<file path="config.mk">
export PLATFORM = sky130hd
export DESIGN_NAME = tensor_constant_pad_unit
export DESIGN_NICKNAME = d
export VERILOG_FILES = /design/src/rtl/tcp_pkg.sv /design/src/rtl/tcp_front.sv /design/src/rtl/tcp_queue.sv /design/src/rtl/tensor_constant_pad_unit.sv
export SDC_FILE = /design/constraint.sdc
export NUM_CORES = 1
export LEC_CHECK = 0
export BUFFER_PORTS_ARGS = -buffer_cell sky130_fd_sc_hd__buf_2
export CORE_UTILIZATION = 45
export DETAILED_ROUTE_END_ITERATION = 16
export GPL_TIMING_DRIVEN = 0
export PLACE_DENSITY_LB_ADDON = 0.12
export SLEW_MARGIN = 20
export SYNTH_ARGS = -nofsm -noshare
export SYNTH_HDL_FRONTEND = slang
export SYNTH_SLANG_ARGS = --single-unit
</file>
<file path="constraint.sdc">
create_clock -name clk -period 5.25 [get_ports clk]
set_clock_uncertainty 0.2 [all_clocks]
set_input_delay 1.05 -clock clk [delete_from_list [all_inputs] [get_ports clk]]
set_output_delay 1.05 -clock clk [all_outputs]
set_load 0.02 [all_outputs]
</file>
<file path="src/rtl/tcp_pkg.sv">
`timescale 1ns / 1ps
// ----------------------------------------------------------------------------
// tcp_pkg
// Shared types and constants of the constant-padding stream unit.
// ----------------------------------------------------------------------------
package tcp_pkg;

  // Default geometry
  localparam int DEF_MAX_AXES  = 4;
  localparam int DEF_SIZE_BITS = 12;

  // Element word and configuration index widths
  localparam int WORD_W    = 32;
  localparam int CFG_IDX_W = 8;

  // Result queue depth
  localparam int QUEUE_DEPTH = 4;

  // Configuration register indexes
  localparam logic [CFG_IDX_W-1:0] REG_IN_SIZES   = CFG_IDX_W'(0);
  localparam logic [CFG_IDX_W-1:0] REG_PAD_BEFORE = CFG_IDX_W'(1);
  localparam logic [CFG_IDX_W-1:0] REG_PAD_AFTER  = CFG_IDX_W'(2);
  localparam logic [CFG_IDX_W-1:0] REG_PAD_WORD   = CFG_IDX_W'(3);

  // One result word as it travels from the front to the output queue
  typedef struct packed {
    logic [WORD_W-1:0] value;
    logic              valid;
    logic              took;
    logic              last;
  } tcp_res_t;

endpackage

</file>
<file path="src/rtl/tcp_front.sv">
`timescale 1ns / 1ps
// ----------------------------------------------------------------------------
// tcp_front
// Holds the configuration and the per-axis output counters, classifies each
// accepted tick (inside, border or hold) and builds its result word.
// ----------------------------------------------------------------------------
module tcp_front #(
  parameter int MAX_AXES  = tcp_pkg::DEF_MAX_AXES,
  parameter int SIZE_BITS = tcp_pkg::DEF_SIZE_BITS,
  parameter int CFG_W     = (MAX_AXES * SIZE_BITS > tcp_pkg::WORD_W) ?
                            MAX_AXES * SIZE_BITS : tcp_pkg::WORD_W
) (
  input  logic                           clk,
  input  logic                           rst_n,
  // configuration write
  input  logic                           cfg_we,
  input  logic [tcp_pkg::CFG_IDX_W-1:0]  cfg_index,
  input  logic [CFG_W-1:0]               cfg_data,
  // accepted input word
  input  logic                           in_fire,
  input  logic [tcp_pkg::WORD_W-1:0]     head_value,
  input  logic                           head_present,
  // result word toward the queue
  output tcp_pkg::tcp_res_t              res
);
  import tcp_pkg::*;

  localparam int REG_W = MAX_AXES * SIZE_BITS;
  localparam int POS_W = SIZE_BITS + 2;

  logic [REG_W-1:0]  in_sizes_r;
  logic [REG_W-1:0]  pad_before_r;
  logic [REG_W-1:0]  pad_after_r;
  logic [WORD_W-1:0] pad_word_r;

  logic [MAX_AXES-1:0][POS_W-1:0] pos_r, pos_nxt;
  logic [MAX_AXES-1:0]            at_end;
  logic                           in_region;
  logic                           last;
  logic                           emit;

  // Configuration registers
  always_ff @(posedge clk) begin
    if (!rst_n) begin
      for (int a = 0; a < MAX_AXES; a++) begin
        in_sizes_r[a*SIZE_BITS +: SIZE_BITS] <= SIZE_BITS'(1);
      end
      pad_before_r <= '0;
      pad_after_r  <= '0;
      pad_word_r   <= '0;
    end else if (cfg_we) begin
      unique case (cfg_index)
        REG_IN_SIZES:   in_sizes_r   <= cfg_data[REG_W-1:0];
        REG_PAD_BEFORE: pad_before_r <= cfg_data[REG_W-1:0];
        REG_PAD_AFTER:  pad_after_r  <= cfg_data[REG_W-1:0];
        REG_PAD_WORD:   pad_word_r   <= cfg_data[WORD_W-1:0];
        default: ;
      endcase
    end
  end

  // Per-axis classification; axis 0 sits in the top field
  always_comb begin
    logic [SIZE_BITS-1:0] sz, bf, af;
    logic [POS_W-1:0]     osz, p1, hi;
    int                   sh;
    in_region = 1'b1;
    last      = 1'b1;
    for (int a = 0; a < MAX_AXES; a++) begin
      sh  = (MAX_AXES - 1 - a) * SIZE_BITS;
      sz  = in_sizes_r[sh +: SIZE_BITS];
      bf  = pad_before_r[sh +: SIZE_BITS];
      af  = pad_after_r[sh +: SIZE_BITS];
      osz = POS_W'(sz) + POS_W'(bf) + POS_W'(af);
      hi  = POS_W'(bf) + POS_W'(sz);
      p1  = pos_r[a] + POS_W'(1);
      if (pos_r[a] < POS_W'(bf) || pos_r[a] >= hi) begin
        in_region = 1'b0;
      end
      // an empty output axis acts as size one
      at_end[a] = ({1'b0, p1} >= {1'b0, osz});
      if (!at_end[a]) begin
        last = 1'b0;
      end
    end
  end

  // Inside the region with no head word: the result is marked not emitted, position holds
  assign emit = !(in_region && !head_present);

  always_comb begin
    res.value = '0;
    res.valid = 1'b0;
    res.took  = 1'b0;
    res.last  = 1'b0;
    if (emit) begin
      res.value = in_region ? head_value : pad_word_r;
      res.valid = 1'b1;
      res.took  = in_region;
      res.last  = last;
    end
  end

  // Odometer advance, last axis fastest
  always_comb begin
    logic carry;
    carry   = 1'b1;
    pos_nxt = pos_r;
    for (int k = MAX_AXES - 1; k >= 0; k--) begin
      if (carry) begin
        if (at_end[k]) begin
          pos_nxt[k] = '0;
        end else begin
          pos_nxt[k] = pos_r[k] + POS_W'(1);
          carry      = 1'b0;
        end
      end
    end
  end

  always_ff @(posedge clk) begin
    if (!rst_n) begin
      pos_r <= '0;
    end else if (in_fire && emit) begin
      pos_r <= pos_nxt;
    end
  end

  // A held tick leaves the counters alone
  a_hold_keeps_pos: assert property (@(posedge clk) disable iff (!rst_n)
    (in_fire && !emit) |=> $stable(pos_r))
    else $error("position moved on a held tick");

  // The final element wraps every counter to zero
  a_last_wraps: assert property (@(posedge clk) disable iff (!rst_n)
    (in_fire && res.valid && res.last) |=> (pos_r == '0))
    else $error("counters did not wrap after last element");

  // A consumed head is always an emitted element
  a_took_emits: assert property (@(posedge clk) disable iff (!rst_n)
    (in_fire && res.took) |=> (pos_r != $past(pos_r) || $past(res.last)))
    else $error("consumed head without advance");

endmodule

</file>
<file path="src/rtl/tcp_queue.sv">
`timescale 1ns / 1ps
// ----------------------------------------------------------------------------
// tcp_queue
// Short result queue that parts the front from the output channel and
// drives the output handshake from its head entry.
// ----------------------------------------------------------------------------
module tcp_queue (
  input  logic              clk,
  input  logic              rst_n,
  input  logic              push,
  input  tcp_pkg::tcp_res_t push_res,
  output logic              full,
  input  logic              pop,
  output logic              head_valid,
  output tcp_pkg::tcp_res_t head_res
);
  import tcp_pkg::*;

  localparam int PTR_W = $clog2(QUEUE_DEPTH);
  localparam int CNT_W = PTR_W + 1;

  tcp_res_t         mem [QUEUE_DEPTH];
  logic [PTR_W-1:0] wr_ptr_r, rd_ptr_r;
  logic [CNT_W-1:0] count_r;

  assign full       = (count_r == CNT_W'(QUEUE_DEPTH));
  assign head_valid = (count_r != '0);
  assign head_res   = mem[rd_ptr_r];

  // Storage
  always_ff @(posedge clk) begin
    if (push) begin
      mem[wr_ptr_r] <= push_res;
    end
  end

  // Pointers and fill count
  always_ff @(posedge clk) begin
    if (!rst_n) begin
      wr_ptr_r <= '0;
      rd_ptr_r <= '0;
      count_r  <= '0;
    end else begin
      if (push) wr_ptr_r <= wr_ptr_r + PTR_W'(1);
      if (pop)  rd_ptr_r <= rd_ptr_r + PTR_W'(1);
      case ({push, pop})
        2'b10:   count_r <= count_r + CNT_W'(1);
        2'b01:   count_r <= count_r - CNT_W'(1);
        default: ;
      endcase
    end
  end

  a_count_bound: assert property (@(posedge clk) disable iff (!rst_n)
    count_r <= CNT_W'(QUEUE_DEPTH))
    else $error("queue count beyond depth");

  a_pop_drains: assert property (@(posedge clk) disable iff (!rst_n)
    (pop && !push) |=> (count_r == $past(count_r) - CNT_W'(1)))
    else $error("pop did not drain queue");

  a_push_fills: assert property (@(posedge clk) disable iff (!rst_n)
    (push && !pop) |=> (count_r == $past(count_r) + CNT_W'(1)))
    else $error("push did not fill queue");

endmodule

</file>
<file path="src/rtl/tensor_constant_pad_unit.sv">
`timescale 1ns / 1ps
// ----------------------------------------------------------------------------
// tensor_constant_pad_unit
// Streams a constant-padded copy of a tensor of up to MAX_AXES axes.
// ----------------------------------------------------------------------------
// Usage:
//   Input channel (in_valid / in_stall): one word per output tick, carrying
//   the head element of the source stream and a flag saying it is present.
//   Result channel (out_valid / out_stall): one result word per input word:
//   the element (head or pad word), an emitted flag, a consumed-head flag
//   and an end-of-tensor flag.
//   Config channel (cfg_valid / cfg_ready): index 0 input sizes, 1 pad
//   before, 2 pad after, 3 pad word; other indexes are dropped. Always ready.
//   Throughput is one word per cycle while the queue is not full; the
//   per-axis counters advance when an emitted word is accepted. A result
//   is held in a four-entry queue until the receiver takes it.
//   in_stall rises only while that queue is full, i.e. after the receiver
//   has held out_stall long enough to fill it.
//   Reset (rst_n low, synchronous) clears counters and queue, sets every
//   input axis size to one, pads and pad word to zero.
// ----------------------------------------------------------------------------
module tensor_constant_pad_unit #(
  parameter int  MAX_AXES  = tcp_pkg::DEF_MAX_AXES,
  parameter int  SIZE_BITS = tcp_pkg::DEF_SIZE_BITS,
  localparam int REG_W     = MAX_AXES * SIZE_BITS,
  localparam int CFG_W     = (REG_W > tcp_pkg::WORD_W) ? REG_W : tcp_pkg::WORD_W
) (
  input  logic                          clk,
  input  logic                          rst_n,
  // configuration write
  input  logic                          cfg_valid,
  output logic                          cfg_ready,
  input  logic [tcp_pkg::CFG_IDX_W-1:0] cfg_index,
  input  logic [CFG_W-1:0]              cfg_data,
  // input words
  input  logic                          in_valid,
  output logic                          in_stall,
  input  logic [tcp_pkg::WORD_W-1:0]    in_head_value,
  input  logic                          in_head_present,
  // result words
  output logic                          out_valid,
  input  logic                          out_stall,
  output logic [tcp_pkg::WORD_W-1:0]    out_out_value,
  output logic                          out_out_valid,
  output logic                          out_took_head,
  output logic                          out_out_last
);
  import tcp_pkg::*;

  logic     in_fire;
  logic     out_fire;
  logic     q_full;
  tcp_res_t front_res;
  tcp_res_t head_res;

  assign cfg_ready = 1'b1;
  assign in_stall  = q_full;
  assign in_fire   = in_valid && !q_full;
  assign out_fire  = out_valid && !out_stall;

  // Front: config, counters, classification
  tcp_front #(
    .MAX_AXES  (MAX_AXES),
    .SIZE_BITS (SIZE_BITS),
    .CFG_W     (CFG_W)
  ) u_front (
    .clk          (clk),
    .rst_n        (rst_n),
    .cfg_we       (cfg_valid && cfg_ready),
    .cfg_index    (cfg_index),
    .cfg_data     (cfg_data),
    .in_fire      (in_fire),
    .head_value   (in_head_value),
    .head_present (in_head_present),
    .res          (front_res)
  );

  // Back: result queue and output channel
  tcp_queue u_queue (
    .clk        (clk),
    .rst_n      (rst_n),
    .push       (in_fire),
    .push_res   (front_res),
    .full       (q_full),
    .pop        (out_fire),
    .head_valid (out_valid),
    .head_res   (head_res)
  );

  assign out_out_value = head_res.value;
  assign out_out_valid = head_res.valid;
  assign out_took_head = head_res.took;
  assign out_out_last  = head_res.last;

endmodule
</file>
Word level (Yosys, flattened, before mapping):

Memory sizes are Yosys's and may differ from the RTL's. A register that Yosys moved wholly into a read port is not among the register bits.
Cells that the tools add are included.

* register bits after elaboration: 239
* RAM bits: 140
* input bits: 94
* output and inout bits: 38
* logic and storage cells: 92
* memories: 1

Memories
* u_queue.mem: depth 4, width 35, read ports 1, clocked after memory_dff 1, write ports 1, RTL line tcp_queue.sv:22 `tcp_res_t mem [QUEUE_DEPTH];`

* add/sub/neg operators: 16
* order comparisons: 12
* equal/unequal tests: 6
* mux-type cells: 24
* reductions and logical operators: 22

Operator list (number)
* >= comparator 14 bit: 8
* adder 14 x 1 -> 14 bit, second input constant: 4
* adder 14 x 12 -> 14 bit: 4
* < comparator 14 x 12 -> 1 bit: 4
* two-way mux 14 bit: 4
* adder 12 x 12 -> 13 bit: 4
* two-way mux 35 bit: 1
* two-way mux 32 bit: 1
* equality test 8 x 2 -> 1 bit, second input constant: 2
* two-way mux 1 bit: 15
* AND reduction 2 bit: 7
* equality test 8 x 1 -> 1 bit, second input constant: 1
* zero test 8 bit: 1
* case mux 3 bit (2 select lines): 1
* adder 2 x 1 -> 2 bit, second input constant: 2
* logical AND 1 bit: 4
* zero test 1 bit: 4
* logical OR 1 bit: 4
* two-way mux 2 bit: 2
* adder 3 x 1 -> 3 bit, second input constant: 1
* equality test 3 bit, second input constant: 1
* nonzero test 3 bit: 1
* subtractor 3 x 1 -> 3 bit, second input constant: 1
* equality test 2 x 1 -> 1 bit, second input constant: 1
* 2 further kinds: 2

Logic depth before layout (Yosys ltp):

* depth in word-level cells: 11
* depth in mapped cells: 28
* mapped depth without buffers: 27

By module:

A second synthesis with hierarchy kept.

* cells, all modules: 2535
* area total of the unflattened synthesis: 23135.9 sq um

By module, submodules not included
* tcp_front: instances 1, cells each 2306, area each 17551.8 sq um, sequential area each 4644.5 sq um
* tcp_queue: instances 1, cells each 225, area each 5545.3 sq um, sequential area each 4384.2 sq um
* tensor_constant_pad_unit: instances 1, cells each 4, area each 38.8 sq um, sequential area each 0.0 sq um

Worst setup path before layout:

OpenSTA, ideal clock, no wires.

* kind: reg2reg
* start: reg u_front.pad_before_r[13]
* end: reg u_front.pos_r[15] in the netlist's numbering
* setup time: 132 ps
* data arrival time: 4747 ps
* data required time: 4918 ps
* path slack: 171 ps
* stages on the path, launching flop included: 24
* path buffers: 2
* period minus slack after synthesis: 5079 ps
* cells stage by stage: dfxtp_1 > ha_1 > a21o_1 > a21oi_1 > o21ai_0 > a21oi_1 > o21bai_1 > a41o_1 > o41ai_1 > xnor2_1 > ha_1 > nor2b_1 > o21ai_0 > o221ai_1 > xnor2_1 > ha_1 > and4_1 > a221o_1 > a31o_2 > and3_1 > clkbuf_1 > clkbuf_1 > nand4_1 > a21oi_1

* cells in the longest elaborated chain, start to end: 9
* elaborated cells between the ends (all ways): 14
* classes of those cells: 2 x add/sub; 3 x order compare; 4 x mux; 5 x reduce/logical

Ends and longest elaborated chain
* start, declared: RTL line tcp_front.sv:32 `logic [REG_W-1:0] pad_before_r;`
* start signal, assigned: RTL line tcp_front.sv:54 `REG_PAD_BEFORE: pad_before_r <= cfg_data[REG_W-1:0];`
* parallel branches: the longest is 8 deep, another holds adder 14 x 12 -> 14 bit
* AND reduction 2 bit (no source line) *
* end signal, assigned: RTL line tcp_front.sv:125 `pos_r <= pos_nxt;`
* end, declared: RTL line tcp_front.sv:36 `logic [MAX_AXES-1:0][POS_W-1:0] pos_r, pos_nxt;`

Mark *: on every way between the ends.
A chain may end at the register's enable or synchronous reset.

Final worst setup path:

* start: reg u_front.in_sizes_r[1]
* end: reg u_front.pos_r[13] in the netlist's numbering

* cells in the longest elaborated chain, start to end: 8
* elaborated cells between the ends (all ways): 13
* classes of those cells: 2 x add/sub; 2 x order compare; 4 x mux; 5 x reduce/logical

Ends and longest elaborated chain
* start, declared: RTL line tcp_front.sv:31 `logic [REG_W-1:0] in_sizes_r;`
* start signal, assigned: RTL line tcp_front.sv:53 `REG_IN_SIZES: in_sizes_r <= cfg_data[REG_W-1:0];`
* adder 12 x 12 -> 13 bit *: RTL line tcp_front.sv:74, tcp_front.sv:75
* parallel branches: the longest is 6 deep, another holds adder 14 x 12 -> 14 bit
* AND reduction 2 bit (no source line) *

Marks and branches as above.

==> reports/results.tsv <==
metric	value	unit
irDropWorstVdd	0.000252	V
arrival	5.54	ns
grt_pass1_wl	107	mm
die_h	229	um
leakage	11.3	nW
gr-total-overflow	0	
critPathBufInv	3	
fin_crit	5.25	ns
die_x	229	um
synth.lib_cells_used.distinct	67	
fin_ws	-0.00189	ns
post-route-period-util	1.00	
status	finished with violations	
grt_start_max_net_pins	23	
synthDominantCellAreaShare	0.208	
core-area	0.0505	mm2
p_per_area	276	mW/mm2
grt_pass1_vias	19600	
switching_share	0.290	
violations	setup timing	
numCtsBuffers	43	
gp_congestion	0.908	
slowest_delay	0.38	ns
top_layer_used	met5	
route.met3.wl	4.16	mm
setup_tns	-0.00189	ns
min_path_cells	2	
synth.avg_cell_area	8.90	um2
synthFlopType	dfxtp_1	
drc	0	
fin_nets	3229	
worstMarginPinSlew	1.06	ns
syn_nets	2968	
switching_power	2.25	mW
vias	20200	
cts_root_buffer	clkbuf_16	
stdcell_area	0.0281	mm2
hpwl	51.0	mm
cp-start-kind	flop	
final_cell_mix	517 x nand2_1, 263 x a21oi_1, 248 x ha_1	
synth_area_leaders	dfxtp_1 21%, edfxtp_1 18%, ha_1 14%, nand2_1 8.4%, a21oi_1 6.0%	
layout_commonest_cell	nand2_1	
hold_end	u_front.pad_word_r[7]	
drv_cap	0	
slew_violations	0	
worstHoldPathType	reg2reg	
whs	0.255	ns
cts_tree	yes	
rsz0062_at_grt	yes	
clk_pin_slew	0.06	ns
p_int	5.50	mW
drt-initial-drc-count	1514	
cp-end-kind	flop	
ant_nets	0	
worst_path_max_delay_cell	o41ai_4	
crit_family	compound AO/OA/AOI/OAI gates	
power_frac_clock	0.386	
routed_via_density	5.65	
track_usage	0.258	
num_io_pins	132	
critical_path_class	reg2reg	
layout-drive-gt1-share	0.184	
seq_power_share	0.423	
r2r-end	u_front.pos_r[13]	
slew_headroom	0.293	
insertion_delay	0.60	ns
htreeDepth	2	
worstPathMaxFanout	6	
syn_area	0.0232	mm2
place_area	0.0248	mm2
ys_seq_elements	381	
wl_met1	30.2	mm
synthArstFlopShare	0	
worstReg2RegStart	u_front.in_sizes_r[1]	
reg2reg_slack	-0.002	ns
syn2layout_area_growth	21.0	%
setup_viol	1	
dr.pass1.iters	6	
cts-hold-fix-buffers	0	
cp.required	5.53	ns
holdCritStartpoint	u_front.pad_word_r[7]	
max_freq	190	MHz
synth_edf_count	140	
cts_sinks	381	
initial_utilization	0.460	
yosysWarnings	0	
hold_viol_final	0	
fillCellCount	4623	
clk_path_buf_depth	3	
reg2regPathDepth	24	
synthCells	2608	
wl_per_cell	19.3	um
rows	82	
wl	68.9	mm
met2_length	32.8	mm
worstPathCellList	ha_4 > a21o_1 > a21oi_2 > o21ai_2 > a21oi_2 > o21bai_2 > a41o_1 > o41ai_4 > xnor2_1 > ha_1 > nor2b_4 > o211ai_1 > o221ai_2 > xnor2_1 > ha_1 > and4_4 > a221o_1 > a31o_4 > buf_6 > nand3_4 > buf_6 > nor3_4 > buf_12 > a41o_1	
synth_seq_area_share	0.389	
antenna_found_initial	3	
pwr-share-comb	0.192	
io_buffers	128	
synth_area_leader_cell	dfxtp_1	
die-area	0.0525	mm2
-- worst max-delay path by stage --
stage                             start                 end  cells after the start
6_report          u_front.in_sizes_r[1]   u_front.pos_r[13]                     24
5_1_grt           u_front.in_sizes_r[0]   u_front.pos_r[48]                     24
4_1_cts        u_front.pad_before_r[12]    u_front.pos_r[4]                     26
3_5_place_dp     u_front.in_sizes_r[24]  u_queue.mem[0][28]                     19
3_3_place_gp     u_front.in_sizes_r[24]  u_queue.mem[0][28]                     19
2_1_floorplan  u_front.pad_before_r[13]   u_front.pos_r[15]                     23
-- through the flow --
stage	utilization	cells	worst slack, ns	power (mW)
3_3_place_gp	0.489	3408	-1.50	4.60
3_5_place_dp	0.491	3412	-1.60	4.64
5_1_grt	0.556	3576	-0.208	8.02
2_1_floorplan	-	2608	0.171	4.17
4_1_cts	0.536	3540	0.000246	7.70
6_report	0.556	3576	-0.00189	7.75
-- cell usage after synthesis, types with 14 or more instances --
| cell type | n |
|---|---|
| nor2_1 | 84 |
| nor4_1 | 28 |
| inv_1 | 159 |
| nor3_1 | 43 |
| ha_1 | 257 |
| mux4_2 | 35 |
| o211ai_1 | 14 |
| nand2b_1 | 24 |
| o31ai_1 | 16 |
| o21ai_0 | 126 |
| xnor2_1 | 70 |
| and3_1 | 31 |
| mux2i_1 | 16 |
| nor2b_1 | 26 |
| nand4_1 | 25 |
| clkbuf_1 | 92 |
| dfxtp_1 | 241 |
| o311ai_0 | 17 |
| edfxtp_1 | 140 |
| xor2_1 | 62 |
| a21o_1 | 37 |
| a21oi_1 | 280 |
| nand3_1 | 68 |
| nand2_1 | 521 |
-- per-layer routing --
| layer | vias up | track usage |
|---|---|---|
| li1 | 9796 | - |
| met1 | 9710 | 0.344 |
| met2 | 602 | 0.435 |
| met3 | 102 | 0.0319 |
| met4 | 2 | 0.0760 |
| met5 | - | 0 |
-- registers in the layout, summed over array words and instances, names as in the netlist, 3 cells and up, named ones only --
register and flops:
u_front.in_sizes_r 48, u_front.pad_after_r 48, u_front.pad_before_r 48, u_front.pad_word_r 32, u_front.pos_r 56, u_queue.count_r 3, u_queue.mem 140
-- repair_timing --
action,CTS,global route
pin swaps,52,116
cloned,2,3
buffers inserted,48,32
resized for setup,167,200
setup endpoints to repair,196,196
-- tightest hold or removal path: cells and delay by family (launching register included) --
kind | cells | cell delay, ns
AOI/OAI and AO/OA | 1 | 0.05
DFF | 1 | 0.31
and+or+nand+nor | 1 | 0.05
-- power groups by stage --
stage | clock (mW) | combinational (mW) | sequential [mW]
CTS | 3.04 | 1.39 | 3.28
detailed placement | 0 | 1.30 | 3.34
global route | 3.15 | 1.58 | 3.29
global placement | 0 | 1.26 | 3.34
finish | 2.99 | 1.48 | 3.28
floorplan | 0 | 0.842 | 3.33
-- cells by family (layout without fill, tap and decap cells) --
kind of cell / after synthesis / after routing / share of synthesized area
compound gates: 581 / 582 / 0.147
xor+xnor: 132 / 132 / 0.0498
fa+ha+maj: 266 / 266 / 0.146
buf+inv: 278 / 572 / 0.0466
flops: 381 / 381 / 0.389
mux: 51 / 51 / 0.0409
other cells: 1 / 2 / 0.000162
simple gates: 918 / 918 / 0.180
-- final cells by class --
cell class	instances	area, um2	share of cell area
Multi-Input combinational cell	1950	14100	0.502
Clock buffer	51	1150	0.0408
Sequential cell	381	9050	0.322
Buffer	115	617	0.0220
Tap cell	672	841	0.0299
Timing Repair Buffer	216	1470	0.0525
Antenna cell	1	2.50	0.0000891
Clock inverter	28	230	0.00820
Inverter	162	614	0.0219
(Power assumes the default switching activity.)
